### src/rtl/wcr_pkg.sv
// ----------------------------------------------------------------------------
// wcr_pkg
// Shared types, constants and the keypad code decoder of the Wiegand receiver.
// ----------------------------------------------------------------------------
package wcr_pkg;

	localparam int KEY_SLOTS_DEF = 5;
	localparam logic [15:0] GAP_LIMIT_RST = 16'd5;
	localparam logic [4:0] KEY_BITS = 5'd8;
	localparam logic [4:0] CARD_BITS = 5'd26;
	localparam int SHIFT_W = 27;
	localparam int CNT_W = 5;

	typedef enum logic {
		OP_PULSE = 1'b0,
		OP_CLEAR = 1'b1
	} op_t;

	typedef struct packed {
		op_t operation;
		logic d0_pulse;
		logic d1_pulse;
		logic [15:0] gap_ticks;
	} req_t;

	typedef struct packed {
		logic [23:0] card_id;
		logic card_ready;
		logic keys_done;
		logic aux_ready;
		logic [3:0] key_first;
		logic [3:0] key_second;
		logic [3:0] key_third;
		logic [3:0] key_fourth;
		logic [3:0] key_fifth;
		logic [2:0] keys_seen;
		logic frame_error;
	} rsp_t;

	// low nibble n with high nibble ~n and n up to 11 is a key
	function automatic logic key_code_ok(input logic [7:0] code);
		return (code[7:4] == ~code[3:0]) && (code[3:0] <= 4'd11);
	endfunction

endpackage

### src/rtl/wcr_in_stage.sv
// ----------------------------------------------------------------------------
// wcr_in_stage
// Input register: captures one request and holds it until the core takes it.
// ----------------------------------------------------------------------------
module wcr_in_stage
	import wcr_pkg::*;
(
	input  logic clk,
	input  logic arst_n,
	input  logic req_valid,
	output logic req_ready,
	input  req_t req,
	output logic vld_s1,
	output req_t req_s1,
	input  logic take_s1
);

	logic load;

	assign req_ready = !vld_s1 || take_s1;
	assign load = req_valid && req_ready;

	always_ff @(posedge clk or negedge arst_n) begin
		if (!arst_n) begin
			vld_s1 <= 1'b0;
		end else if (load) begin
			vld_s1 <= 1'b1;
		end else if (take_s1) begin
			vld_s1 <= 1'b0;
		end
	end

	always_ff @(posedge clk) begin
		if (load) begin
			req_s1 <= req;
		end
	end

endmodule

### src/rtl/wcr_core.sv
// ----------------------------------------------------------------------------
// wcr_core
// Receiver state, gap limit register and the single-pass update of one request.
// ----------------------------------------------------------------------------
module wcr_core
	import wcr_pkg::*;
#(
	parameter int KEY_SLOTS = KEY_SLOTS_DEF
)
(
	input  logic clk,
	input  logic arst_n,
	input  logic cfg_we,
	input  logic [15:0] cfg_wdata,
	input  logic step,
	input  req_t req_s1,
	output rsp_t rsp_nxt
);

	localparam int SLOT_W = $clog2(KEY_SLOTS + 1);
	localparam int IDX_W = $clog2(KEY_SLOTS);

	logic [15:0] gap_limit_q;
	logic [SHIFT_W-1:0] shift_q, shift_d;
	logic [CNT_W-1:0] cnt_q, cnt_d;
	logic [SLOT_W-1:0] slot_q, slot_d;
	logic last_key_q, last_key_d;
	logic [23:0] card_q, card_d;
	logic [2:0] status_q, status_d;
	logic [3:0] keys_q [KEY_SLOTS];
	logic [3:0] keys_d [KEY_SLOTS];
	logic err;

	always_comb begin
		shift_d = shift_q;
		cnt_d = cnt_q;
		slot_d = slot_q;
		last_key_d = last_key_q;
		card_d = card_q;
		status_d = status_q;
		keys_d = keys_q;
		err = 1'b0;
		if (req_s1.operation == OP_CLEAR) begin
			shift_d = '0;
			cnt_d = '0;
			slot_d = '0;
			last_key_d = 1'b0;
			card_d = '0;
			status_d = '0;
			keys_d = '{default: 4'd0};
		end else begin
			if (last_key_q) begin
				last_key_d = 1'b0;
				if (req_s1.gap_ticks < gap_limit_q) begin
					slot_d = '0;
					keys_d = '{default: 4'd0};
				end else begin
					shift_d = '0;
					cnt_d = '0;
				end
			end
			if (req_s1.d0_pulse) begin
				shift_d = {shift_d[SHIFT_W-2:0], 1'b0};
				cnt_d = cnt_d + CNT_W'(1);
			end
			if (req_s1.d1_pulse) begin
				shift_d = {shift_d[SHIFT_W-2:0], 1'b1};
				cnt_d = cnt_d + CNT_W'(1);
			end
			if (cnt_d == KEY_BITS) begin
				// full buffer wraps to slot 0 and clears its flags before the new key
				if (slot_d >= SLOT_W'(KEY_SLOTS)) begin
					slot_d = '0;
					status_d[2:1] = 2'b00;
				end
				if (key_code_ok(shift_d[7:0])) begin
					keys_d[slot_d[IDX_W-1:0]] = shift_d[3:0];
					if (slot_d == SLOT_W'(3)) begin
						status_d[1] = 1'b1;
					end
					if (slot_d == SLOT_W'(4)) begin
						status_d[2] = 1'b1;
					end
				end
				slot_d = slot_d + SLOT_W'(1);
				last_key_d = 1'b1;
			end
			if (cnt_d == CARD_BITS) begin
				card_d = shift_d[24:1];
				status_d[0] = 1'b1;
				cnt_d = '0;
				shift_d = '0;
			end
			if (cnt_d > CARD_BITS) begin
				shift_d = '0;
				cnt_d = '0;
				slot_d = '0;
				last_key_d = 1'b0;
				card_d = '0;
				status_d = '0;
				keys_d = '{default: 4'd0};
				err = 1'b1;
			end
		end
	end

	always_comb begin
		rsp_nxt.card_id = card_d;
		rsp_nxt.card_ready = status_d[0];
		rsp_nxt.keys_done = status_d[1];
		rsp_nxt.aux_ready = status_d[2];
		rsp_nxt.key_first = keys_d[0];
		rsp_nxt.key_second = keys_d[1];
		rsp_nxt.key_third = keys_d[2];
		rsp_nxt.key_fourth = keys_d[3];
		rsp_nxt.key_fifth = keys_d[4];
		rsp_nxt.keys_seen = (slot_d > SLOT_W'(7)) ? 3'd7 : 3'(slot_d);
		rsp_nxt.frame_error = err;
	end

	always_ff @(posedge clk or negedge arst_n) begin
		if (!arst_n) begin
			gap_limit_q <= GAP_LIMIT_RST;
		end else if (cfg_we) begin
			gap_limit_q <= cfg_wdata;
		end
	end

	always_ff @(posedge clk or negedge arst_n) begin
		if (!arst_n) begin
			shift_q <= '0;
			cnt_q <= '0;
			slot_q <= '0;
			last_key_q <= 1'b0;
			card_q <= '0;
			status_q <= '0;
			keys_q <= '{default: 4'd0};
		end else if (step) begin
			shift_q <= shift_d;
			cnt_q <= cnt_d;
			slot_q <= slot_d;
			last_key_q <= last_key_d;
			card_q <= card_d;
			status_q <= status_d;
			keys_q <= keys_d;
		end
	end

endmodule

### src/rtl/wcr_out_stage.sv
// ----------------------------------------------------------------------------
// wcr_out_stage
// Result register: holds a finished result until the consumer takes it.
// ----------------------------------------------------------------------------
module wcr_out_stage
	import wcr_pkg::*;
(
	input  logic clk,
	input  logic arst_n,
	input  logic vld_s1,
	output logic take_s1,
	input  rsp_t rsp_nxt,
	output logic rsp_valid,
	input  logic rsp_ready,
	output rsp_t rsp
);

	assign take_s1 = vld_s1 && (!rsp_valid || rsp_ready);

	always_ff @(posedge clk or negedge arst_n) begin
		if (!arst_n) begin
			rsp_valid <= 1'b0;
		end else if (take_s1) begin
			rsp_valid <= 1'b1;
		end else if (rsp_ready) begin
			rsp_valid <= 1'b0;
		end
	end

	always_ff @(posedge clk) begin
		if (take_s1) begin
			rsp <= rsp_nxt;
		end
	end

endmodule

### src/rtl/wiegand_card_and_keypad_receiver_top.sv
// a result is valid once its request has passed the input register, then
// the result register, which loads after the single-pass update
// throughput: one request per cycle if rsp_ready; state update is combinational
// reset: arst_n clears all receiver state, the gap limit returns to 5 ticks
// a stalled result holds the update, the input register takes one more request
// ----------------------------------------------------------------------------
// wiegand_card_and_keypad_receiver_top
// Wiegand receiver for 26-bit card frames and 8-bit keypad codes.
// ----------------------------------------------------------------------------
module wiegand_card_and_keypad_receiver_top
	import wcr_pkg::*;
#(
	parameter int KEY_SLOTS = KEY_SLOTS_DEF
)
(
	input  logic clk,
	input  logic arst_n,
	input  logic cfg_we,
	input  logic [15:0] cfg_wdata,
	input  logic req_valid,
	output logic req_ready,
	input  req_t req,
	output logic rsp_valid,
	input  logic rsp_ready,
	output rsp_t rsp
);

	logic vld_s1;
	req_t req_s1;
	logic take_s1;
	rsp_t rsp_nxt;

	wcr_in_stage u_in (
		.clk(clk),
		.arst_n(arst_n),
		.req_valid(req_valid),
		.req_ready(req_ready),
		.req(req),
		.vld_s1(vld_s1),
		.req_s1(req_s1),
		.take_s1(take_s1)
	);

	wcr_core #(
		.KEY_SLOTS(KEY_SLOTS)
	) u_core (
		.clk(clk),
		.arst_n(arst_n),
		.cfg_we(cfg_we),
		.cfg_wdata(cfg_wdata),
		.step(take_s1),
		.req_s1(req_s1),
		.rsp_nxt(rsp_nxt)
	);

	wcr_out_stage u_out (
		.clk(clk),
		.arst_n(arst_n),
		.vld_s1(vld_s1),
		.take_s1(take_s1),
		.rsp_nxt(rsp_nxt),
		.rsp_valid(rsp_valid),
		.rsp_ready(rsp_ready),
		.rsp(rsp)
	);

endmodule

### config.mk
export PLATFORM = sky130hd
export DESIGN_NAME = wiegand_card_and_keypad_receiver_top
export DESIGN_NICKNAME = d
export VERILOG_FILES = /design/src/rtl/wcr_pkg.sv /design/src/rtl/wcr_in_stage.sv /design/src/rtl/wcr_core.sv /design/src/rtl/wcr_out_stage.sv /design/src/rtl/wiegand_card_and_keypad_receiver_top.sv
export SDC_FILE = /design/constraint.sdc
export NUM_CORES = 1
export LEC_CHECK = 0
export BUFFER_PORTS_ARGS = -buffer_cell sky130_fd_sc_hd__buf_4
export CORE_MARGIN = 4
export CORE_UTILIZATION = 30
export CTS_CLUSTER_SIZE = 25
export DETAILED_ROUTE_END_ITERATION = 12
export SLEW_MARGIN = 20
export SYNTH_ARGS = -nofsm -noshare
export SYNTH_HDL_FRONTEND = slang
export SYNTH_SLANG_ARGS = --single-unit
### constraint.sdc
create_clock -name clk -period 11.4 [get_ports clk]
set_clock_uncertainty 0.1 [all_clocks]
set_input_delay 0.57 -clock clk [delete_from_list [all_inputs] [get_ports clk]]
set_output_delay 0.57 -clock clk [all_outputs]
set_load 0.005 [all_outputs]
After elaboration in Yosys (flattened, before gate mapping) --
Cells that the tools add are included.
Storage, ports and cells: input bits 40, register bits 170, word-level logic and storage cells 113
Operators by class: mux-type cells 57, $add $sub $neg 3, magnitude comparators 7, bitwise logic cells 2, equal/unequal tests 5, reduce and logical (&&, ||, !) cells 10
Operators by type and width (number):
- 2-to-1 mux 26 bit | 8
- 2-to-1 mux 20 bit | 7
- 2-to-1 mux 24 bit | 3
- 2-to-1 mux 5 bit | 11
- 2-to-1 mux 3 bit | 11
- bitwise mux 20 bit | 1
- less-than comparator 16 bit | 1
- demux 4 bit (select 3 bit) | 1
- 2-to-1 mux 1 bit | 11
- adder 5 x 1 -> 5 bit, second input constant | 2
- 2-to-1 mux 2 bit | 3
- == test 5 x 4 -> 1 bit, second input constant | 1
- == test 5 bit, second input constant | 1
- greater-than comparator 5 bit, second input constant | 1
- == test 4 bit | 1
- greater-or-equal comparator 4 bit, second input constant | 1
- less-or-equal comparator 4 bit, second input constant | 1
- logical AND 1 bit | 4
- less-than comparator 4 x 1 -> 1 bit, second input constant | 1
- 2-to-1 mux 4 bit | 1
- inverter 3 -> 4 bit | 1
- inverter 4 bit | 1
- nonzero test 2 bit | 2
- adder 3 x 1 -> 3 bit, second input constant | 1
- other kinds (6) | 8

Depth between registers and ports, before layout --
Gate-level depths: netlist of run 1.
depth in word-level cells 23, depth in mapped cells 22, gate-level depth less buffers 21

By module --
Synthesis of run 1 repeated with hierarchy kept, for this count alone.
Unflattened totals: cells, all modules 822, area, all modules 8633.3 um2
By module, submodules not included:
- wcr_core | area each 6433.7 um2, cells each 744, times used 1
- wcr_out_stage | area each 1575.3 um2, cells each 55, times used 1
- wcr_in_stage | area each 624.3 um2, cells each 23, times used 1

Worst setup path before layout of run 1 --
Ideal clock, no wire load.
kind register -> register, from register, netlist name u_in.req_s1[13], to register, netlist name u_out.rsp[18], arrival 5.178 ns, required time 11.160 ns, period minus slack after synthesis 5.418 ns, stages on the path, launching flop included 22, slack 5.982 ns, setup time 0.140 ns, cells stage by stage edfxtp_1 ha_1 a211o_1 o211ai_1 nand3_1 o31ai_4 clkbuf_1 and2_1 ha_1 nand2_1 nand2_1 ha_1 and2_1 o21bai_1 a21boi_0 or3_1 nand3_1 o21ai_1 or3_4 a2111oi_4 mux2_1 nor2_1

Final worst setup path of run 1 --
from register, netlist name u_in.req_s1[14], to register u_core.card_q[9]
Between the ends: cells in the longest elaborated chain, start to end 16
Ends and longest elaborated chain:
- less-than comparator 16 bit (*) | RTL line wcr_core.sv:54 | if (req_s1.gap_ticks < gap_limit_q) begin
- 2-to-1 mux 5 bit | RTL line wcr_core.sv:54
- 2-to-1 mux 5 bit | RTL line wcr_core.sv:52 | if (last_key_q) begin
- 2-to-1 mux 5 bit | RTL line wcr_core.sv:43 | if (req_s1.operation == OP_CLEAR) begin
- adder 5 x 1 -> 5 bit | RTL line wcr_core.sv:64 | cnt_d = cnt_d + CNT_W'(1);
- 2-to-1 mux 5 bit | RTL line wcr_core.sv:62 | if (req_s1.d0_pulse) begin
- 2-to-1 mux 5 bit | RTL line wcr_core.sv:43
- adder 5 x 1 -> 5 bit | RTL line wcr_core.sv:68 | cnt_d = cnt_d + CNT_W'(1);
- 2-to-1 mux 5 bit | RTL line wcr_core.sv:66 | if (req_s1.d1_pulse) begin
- 2-to-1 mux 5 bit | RTL line wcr_core.sv:43
- == test 5 bit | RTL line wcr_core.sv:88 | if (cnt_d == CARD_BITS) begin
- 2-to-1 mux 5 bit | RTL line wcr_core.sv:88
- 2-to-1 mux 5 bit | RTL line wcr_core.sv:43
- greater-than comparator 5 bit | RTL line wcr_core.sv:94 | if (cnt_d > CARD_BITS) begin
- 2-to-1 mux 24 bit (*) | RTL line wcr_core.sv:94
- 2-to-1 mux 24 bit (*) | RTL line wcr_core.sv:43
- end signal, assigned | RTL line wcr_core.sv:143 | card_q <= card_d;
- end, declared | RTL line wcr_core.sv:28 | logic [23:0] card_q, card_d;
Every way passes the cells marked *; elsewhere a longest branch is shown, timed or not. The select of a mux whose other input is x is not followed. A chain may end at the register's enable or synchronous reset.

==> impl_metrics.tcl, run 1 <==
set metrics [dict create \
    regToRegSetupSlack_ps 5250 \
    diodes 0 \
    synth.top_cells.by_area "dfrtp_1 (29%), edfxtp_1 (25%), nand2_1 (6.9%), mux2i_1 (4.5%), ha_1 (3.0%)" \
    synthArstFlopShare_pct 58.6 \
    cp_max_fo 40 \
    grt_pass1_wl_um 33000 \
    synth_top_area_share_pct 28.8 \
    syn_area_um2 8430 \
    cts_sinks 169 \
    grt_pass1_vias 6233 \
    slowest_delay_ps 920 \
    p_clk_share_pct 37.6 \
    cp-start-kind "register" \
    ys_ff_latch 169 \
    leakage_nw 4.05 \
    cts.htree.levels 4 \
    cts_resized 0 \
    cp-end-kind "register" \
    path_clk_slew_ps 70 \
    finalCritPeriodShare_pct 54.0 \
    max_clock_freq_mhz 163 \
    powerDensity_nw_per_um2 145 \
    gr-usage-all-layers_pct 13.2 \
    clockBufferDepth 2 \
    synth_edf_count 70 \
    worstSetupPathType "reg -> reg" \
    grt_antenna_before_repair 0 \
    outcome "complete, no violations" \
    first_pass_iters 6 \
    dp_cells 1254 \
    hold_class "in -> reg" \
    vias 6236 \
    die-area_um2 30800 \
    grt_max_degree 77 \
    cts_buffers 17 \
    grt.met1_usage_pct 18.6 \
    rsz0062_at_grt "no" \
    worstSkewPairLatency_ps 430 \
    drive_gt1_share_pct 19.0 \
    synth.largest_area_cell "dfrtp_1" \
    start_util_pct 30.3 \
    syn_area_per_cell_um2 10.3 \
    synth.most_common_cell "nand2_1" \
    layout.nets 956 \
    wire_per_inst_um 15.4 \
    tightestPinTransition_ps 1100 \
    drc 0 \
    post-route-min-period_ps 6150 \
    yosysWarnings 0 \
    slew_viol_final 0 \
    drt_iter0_drc 455 \
    crit_chain "ha_1 -> nand4_1 -> nor3_1 -> and3_4 -> o31ai_4 -> buf_4 -> and2_1 -> ha_1 -> nand2_1 -> nand2_1 -> ha_1 -> and2_1 -> o21bai_1 -> a21boi_0 -> o21ai_0 -> nand3_1 -> o31ai_4 -> buf_4 -> o21ai_1 -> buf_4 -> o2bb2ai_1" \
    pwr-share-seq_pct 47.6 \
    p_switching_mw 0.420 \
    std_cell_rows 61 \
    ant_nets 0 \
    path_delay_family "simple AND/OR/NAND/NOR gates" \
    fill_cells 2793 \
    cp.arrival_ps 6340 \
    cts-root-buf "clkbuf_16" \
    critical_path_required_ps 11590 \
    ys_seq_area_share_pct 54.4 \
    portBuffers 92 \
    ir_worst_vdd_mv 0.0594 \
    synth_cell_type_count 59 \
    grt_use_met3_pct 2.78 \
    via_per_inst 4.85 \
    yosys-top-cells-count "nand2_1 (156), dfrtp_1 (97), edfxtp_1 (70)" \
    fin_cells 1287 \
    slowest_stage "o31ai_4" \
    setup_viol 0 \
    syn_to_final_growth_pct 19.2 \
    final_hold_viol_count 0 \
    gp_congestion 0.836 \
    power_frac_comb_pct 14.8 \
    gr-total-overflow 0 \
    synthCells 821 \
    io_pins 93 \
    drv_cap 0 \
    dp_hpwl_um 13000 \
    syn_nets 881 \
    wl_um 19900 \
    p_int_mw 1.04 \
    swShare_pct 28.8 \
    synth_ff_type "dfrtp_1" \
    tns_ps 0 \
    top_usage_layer "met2" \
    die_y_um 176 \
    p_total_mw 1.46 \
    core-area_um2 27800 \
    crit_buf_inv 3 \
    die_w_um 176 \
    slew_headroom_pct 26.6 \
    cts_tree "yes" \
    use_met2_pct 20.6 \
]
-- flip-flops by register name (all words and copies together), names as in the netlist --
name                count
u_out.rsp              51
u_core.shift_q         25
u_core.card_q          24
u_core.keys_q          20
u_in.req_s1            19
u_core.gap_limit_q     16
u_core.cnt_q            5
u_core.slot_q           3
u_core.status_q         3
u_core.last_key_q       1
u_in.vld_s1             1
u_out.rsp_valid         1
-- power groups by stage --
stage	sequential, mW	combinational [mW]	clock [mW]
after CTS	0.693	0.218	0.562
after global placement	0.704	0.214	0
after global routing	0.697	0.245	0.589
after detailed placement	0.705	0.217	0
final	0.692	0.216	0.547
after floorplan	0.700	0.138	0
-- worst paths after layout --
path / start / to / depth (start not counted)
worst min-delay path: req[10] / u_in.req_s1[10]$_DFFE_PP_ / 1
worst max-delay path: u_in.req_s1[14]$_DFFE_PP_ / u_core.card_q[9]$_DFFE_PN0P_ / 21
max in group asynchronous: arst_n / u_core.gap_limit_q[3]$_DFFE_PN0P_ / 3
worst max register to register: u_in.req_s1[14]$_DFFE_PP_ / u_core.card_q[9]$_DFFE_PN0P_ / 21
min in group asynchronous: arst_n / u_core.card_q[18]$_DFFE_PN0P_ / 2
worst min register to register: u_core.shift_q[24]$_DFFE_PN0P_ / u_core.shift_q[24]$_DFFE_PN0P_ / 2
-- routing by layer --
layer	share of wire [%]	wire length [um]	vias up
met5	0	0	-
met4	0.93	184	0
met3	5.1	1010	9
met2	45	8910	150
met1	49	9770	2977
li1	-	-	3100
-- layout make-up --
cell class	count	area [um2]	area share [%]
tap	378	473	4.71
clock inverter	14	114	1.13
inverter	47	176	1.76
multi-input combinational	558	3500	34.8
clock buffer	18	429	4.27
sequential	169	4580	45.6
timing repair buffer	103	779	7.76
-- repair_timing --
action / CTS / global route
setup buffers: 0 / 0
endpoints found under the hold margin: 23 / 0
setup endpoints to repair: 0 / 0
hold buffers: 1 / 0
-- per-stage QoR --
step	setup WS (ps)	hold WS [ps]	cell area, um2	util (%)
after floorplan	5980	174	8430	-
after global placement	5400	360	9490	34.2
after detailed placement	5250	370	9490	34.2
after CTS	5210	192	10000	36.2
after global routing	4560	187	10100	36.2
final	5250	206	10100	36.2
-- cells in the final DEF, fill, tap and decap left out, drive strengths merged, types with 2 or more instances in the layout --
master	synthesis	final
clkinv	2	8
mux2i	38	38
edfxtp	70	70
nor4	4	4
o211ai	5	5
and3	3	3
a31oi	6	6
a2111oi	4	4
nand2b	8	8
ha	20	20
o31a	4	4
o31ai	31	31
or3	6	6
a21oi	45	45
nand4	6	6
and2	9	9
buf	14	102
nand2	156	156
xnor2	5	5
nand3	41	41
o2bb2ai	28	28
or4	4	4
o22ai	21	21
clkbuf	33	18
mux2	7	7
nor2	35	35
inv	45	53
dfstp	2	2
or2	20	20
a211oi	3	3
xor2	3	3
o21ai	31	31
dfrtp	97	97
-- cell families after synthesis --
family | after synthesis | share of synthesized area (%)
xor+xnor | 8 | 0.831
flops | 169 | 54.4
simple gates | 296 | 16.2
compound gates | 189 | 15.9
fa+ha+maj | 20 | 2.97
mux | 45 | 5.45
buf+inv | 94 | 4.35
No activity file was read; power rests on OpenSTA's default activity.
==> run 2: changes to the inputs <==
==> constraint.sdc (replaced) <==
create_clock -name clk -period 5.17 [get_ports clk]
set_clock_uncertainty 0.1 [all_clocks]
set_input_delay 0.2585 -clock clk [delete_from_list [all_inputs] [get_ports clk]]
set_output_delay 0.2585 -clock clk [all_outputs]
set_load 0.005 [all_outputs]
==> run 2 against run 1 <==
Utilization rose by 2.1 points. Critical path type unchanged. Via count rose by 4.2%. Final cell count rose by 3.8%. Flip-flop and latch count did not move. Wire length rose by 4.0%. Global-route usage rose by 0.32 points. Clock power rose by 130%. Largest power group unchanged. Critical endpoint is now u_out.rsp[18]$_DFFE_PP_.
==> impl_metrics.tcl, run 2 (synthesis gave the netlist of run 1 again) <==
set metrics [dict create \
    dp_cells 1264 \
    gr-total-overflow 0 \
    vias 6500 \
    drive_gt1_share_pct 20.7 \
    via_per_inst 4.87 \
    ant_nets 0 \
    slowest_stage "or3_1" \
    gr-usage-all-layers_pct 13.5 \
    outcome "complete, no violations" \
    tightestPinTransition_ps 997 \
    p_total_mw 3.30 \
    first_pass_iters 7 \
    grt_pass1_vias 6451 \
    clockBufferDepth 2 \
    std_cell_rows 61 \
    largest_reg_flops 51 \
    slew_headroom_pct 33.5 \
    core-area_um2 27800 \
    slowest_delay_ps 420 \
    path_delay_family "simple AND/OR/NAND/NOR gates" \
    ff2ff_path_depth 21 \
    syn_to_final_growth_pct 26.0 \
    regToRegSetupSlack_ps 290 \
    crit_buf_inv 1 \
    grt_pass1_wl_um 33800 \
    drt_iter0_drc 394 \
    mostFrequentLayoutCell "nand2_1" \
    gp_congestion 0.817 \
    leakage_nw 4.28 \
    hold_path_depth 3 \
    diodes 0 \
    top_register "u_out.rsp" \
    worstSkewPairLatency_ps 430 \
    die-area_um2 30800 \
    die_w_um 176 \
    multi_input_area_um2 3590 \
    final_hold_viol_count 0 \
    cts_tree "yes" \
    timing.rr.start "u_in.req_s1[13]$_DFFE_PP_" \
    fill_cells 2760 \
    ir_worst_vdd_mv 0.139 \
    top_regs "u_out.rsp (51), u_core.shift_q (25), u_core.card_q (24)" \
    cts.htree.levels 4 \
    die_y_um 176 \
    grt_max_degree 64 \
    regArea_um2 4580 \
    dp_hpwl_um 13400 \
    crit_start "u_in.req_s1[13]$_DFFE_PP_" \
    drv_cap 0 \
    fin_cells 1336 \
    critical_path_required_ps 5360 \
    rsz0062_at_grt "no" \
    cp_max_fo 7 \
    cp-end-kind "register" \
    io_pins 93 \
    portBuffers 92 \
    wire_per_inst_um 15.5 \
    final_cell_mix "nand2_1 (154), buf_4 (115), dfrtp_1 (97)" \
    cts-root-buf "clkbuf_16" \
    hp-start "rsp_ready" \
    layout.nets 1006 \
    hold_class "in -> reg" \
    wl_um 20700 \
    slew_viol_final 0 \
    grt_antenna_before_repair 0 \
    critPathMostFrequentCell "and2_4" \
    cp.arrival_ps 5080 \
    worstSetupPathType "reg -> reg" \
    fin_util_pct 38.2 \
    crit_chain "ha_1 -> a211o_1 -> o211ai_1 -> nand3_2 -> o31ai_4 -> and2_4 -> ha_4 -> nand2_4 -> nand2_1 -> ha_2 -> and2_4 -> o21bai_1 -> a21boi_1 -> or3_1 -> nand3_4 -> o21ai_4 -> or3_4 -> a2111oi_4 -> buf_6 -> mux2_1 -> nor2_1" \
    start_util_pct 30.3 \
    max_clock_freq_mhz 205 \
    cts_buffers 17 \
    powerDensity_nw_per_um2 311 \
    setup_viol 0 \
    finalCritPeriodShare_pct 94.4 \
    drc 0 \
    post-route-min-period_ps 4880 \
    cp-start-kind "register" \
    path_clk_slew_ps 70 \
    rr_endpoint "u_out.rsp[18]$_DFFE_PP_" \
    cts_sinks 169 \
    min_to "u_out.rsp_valid$_DFFE_PN0P_" \
]
run 2: cell count changes in the layout (fill, tap and decap cells not counted), moves of 3 or more:
cell | before | now
inv_6 | 6 | 3
and2_4 | 0 | 4
dlygate4sd3_1 | 1 | 37
buf_4 | 101 | 115
and2_1 | 9 | 5
clkinvlp_4 | 0 | 3
run 2: final cells by class:
type / instances / area share, %
sequential: 169 / 43.1
multi-input combinational: 558 / 33.8
timing repair buffer: 153 / 11.7
tap: 378 / 4.45
clock buffer: 19 / 4.17
inverter: 47 / 1.66
clock inverter: 12 / 1.11
run 2: worst max path at each step:
stage / endpoint / slack [ps] / depth (start not counted)
floorplan: u_out.rsp[18]$_DFFE_PP_ / 20 / 21
global placement: u_out.rsp[19]$_DFFE_PP_ / 80 / 20
detailed placement: u_out.rsp[18]$_DFFE_PP_ / -70 / 20
CTS: u_out.rsp[18]$_DFFE_PP_ / 60 / 21
global route: u_out.rsp[19]$_DFFE_PP_ / 20 / 21
finish: u_out.rsp[18]$_DFFE_PP_ / 290 / 21
run 2: metrics by stage:
stage | worst slack, ps | hold WS, ps | TNS, ps | area [um2]
2_1_floorplan | 15.3 | -137 | 0 | 8490
6_report | 287 | 34.7 | 0 | 10600
3_3_place_gp | 81.0 | 281 | 0 | 9620
3_5_place_dp | -74.1 | 284 | -226 | 9620
4_1_cts | 62.9 | 30.1 | 0 | 10600
5_1_grt | 17.0 | 42.9 | 0 | 10600
run 2: per-layer routing:
metal / up-vias / track usage (%) / wire length (um)
met1: 3137 / 18.0 / 9720
met3: 17 / 3.55 / 1010
li1: 3188 / - / -
met5: - / 0 / 0
met4: 0 / 3.77 / 259
met2: 158 / 21.8 / 9680
run 2: power breakdown:
| part | leakage (nW) | total, mW | switching [mW] | internal, mW |
|---|---|---|---|---|
| clock | 0.268 | 1.24 | 0.563 | 0.681 |
| sequential | 2.02 | 1.53 | 0.0477 | 1.48 |
| combinational | 1.99 | 0.531 | 0.319 | 0.211 |
run 2: tightest hold or removal path, stage by stage:
cell and delay (ps):
buf_4 80, nand2b_1 120, nand2b_1 70
run 2: what timing repair did:
action | CTS | global route
endpoints found under the setup margin | 12 | 60
pin swaps | 2 | 7
gates resized for setup | 0 | 9
hold endpoints to repair | 88 | 0
hold buffers | 37 | 0
buffers inserted | 2 | 2
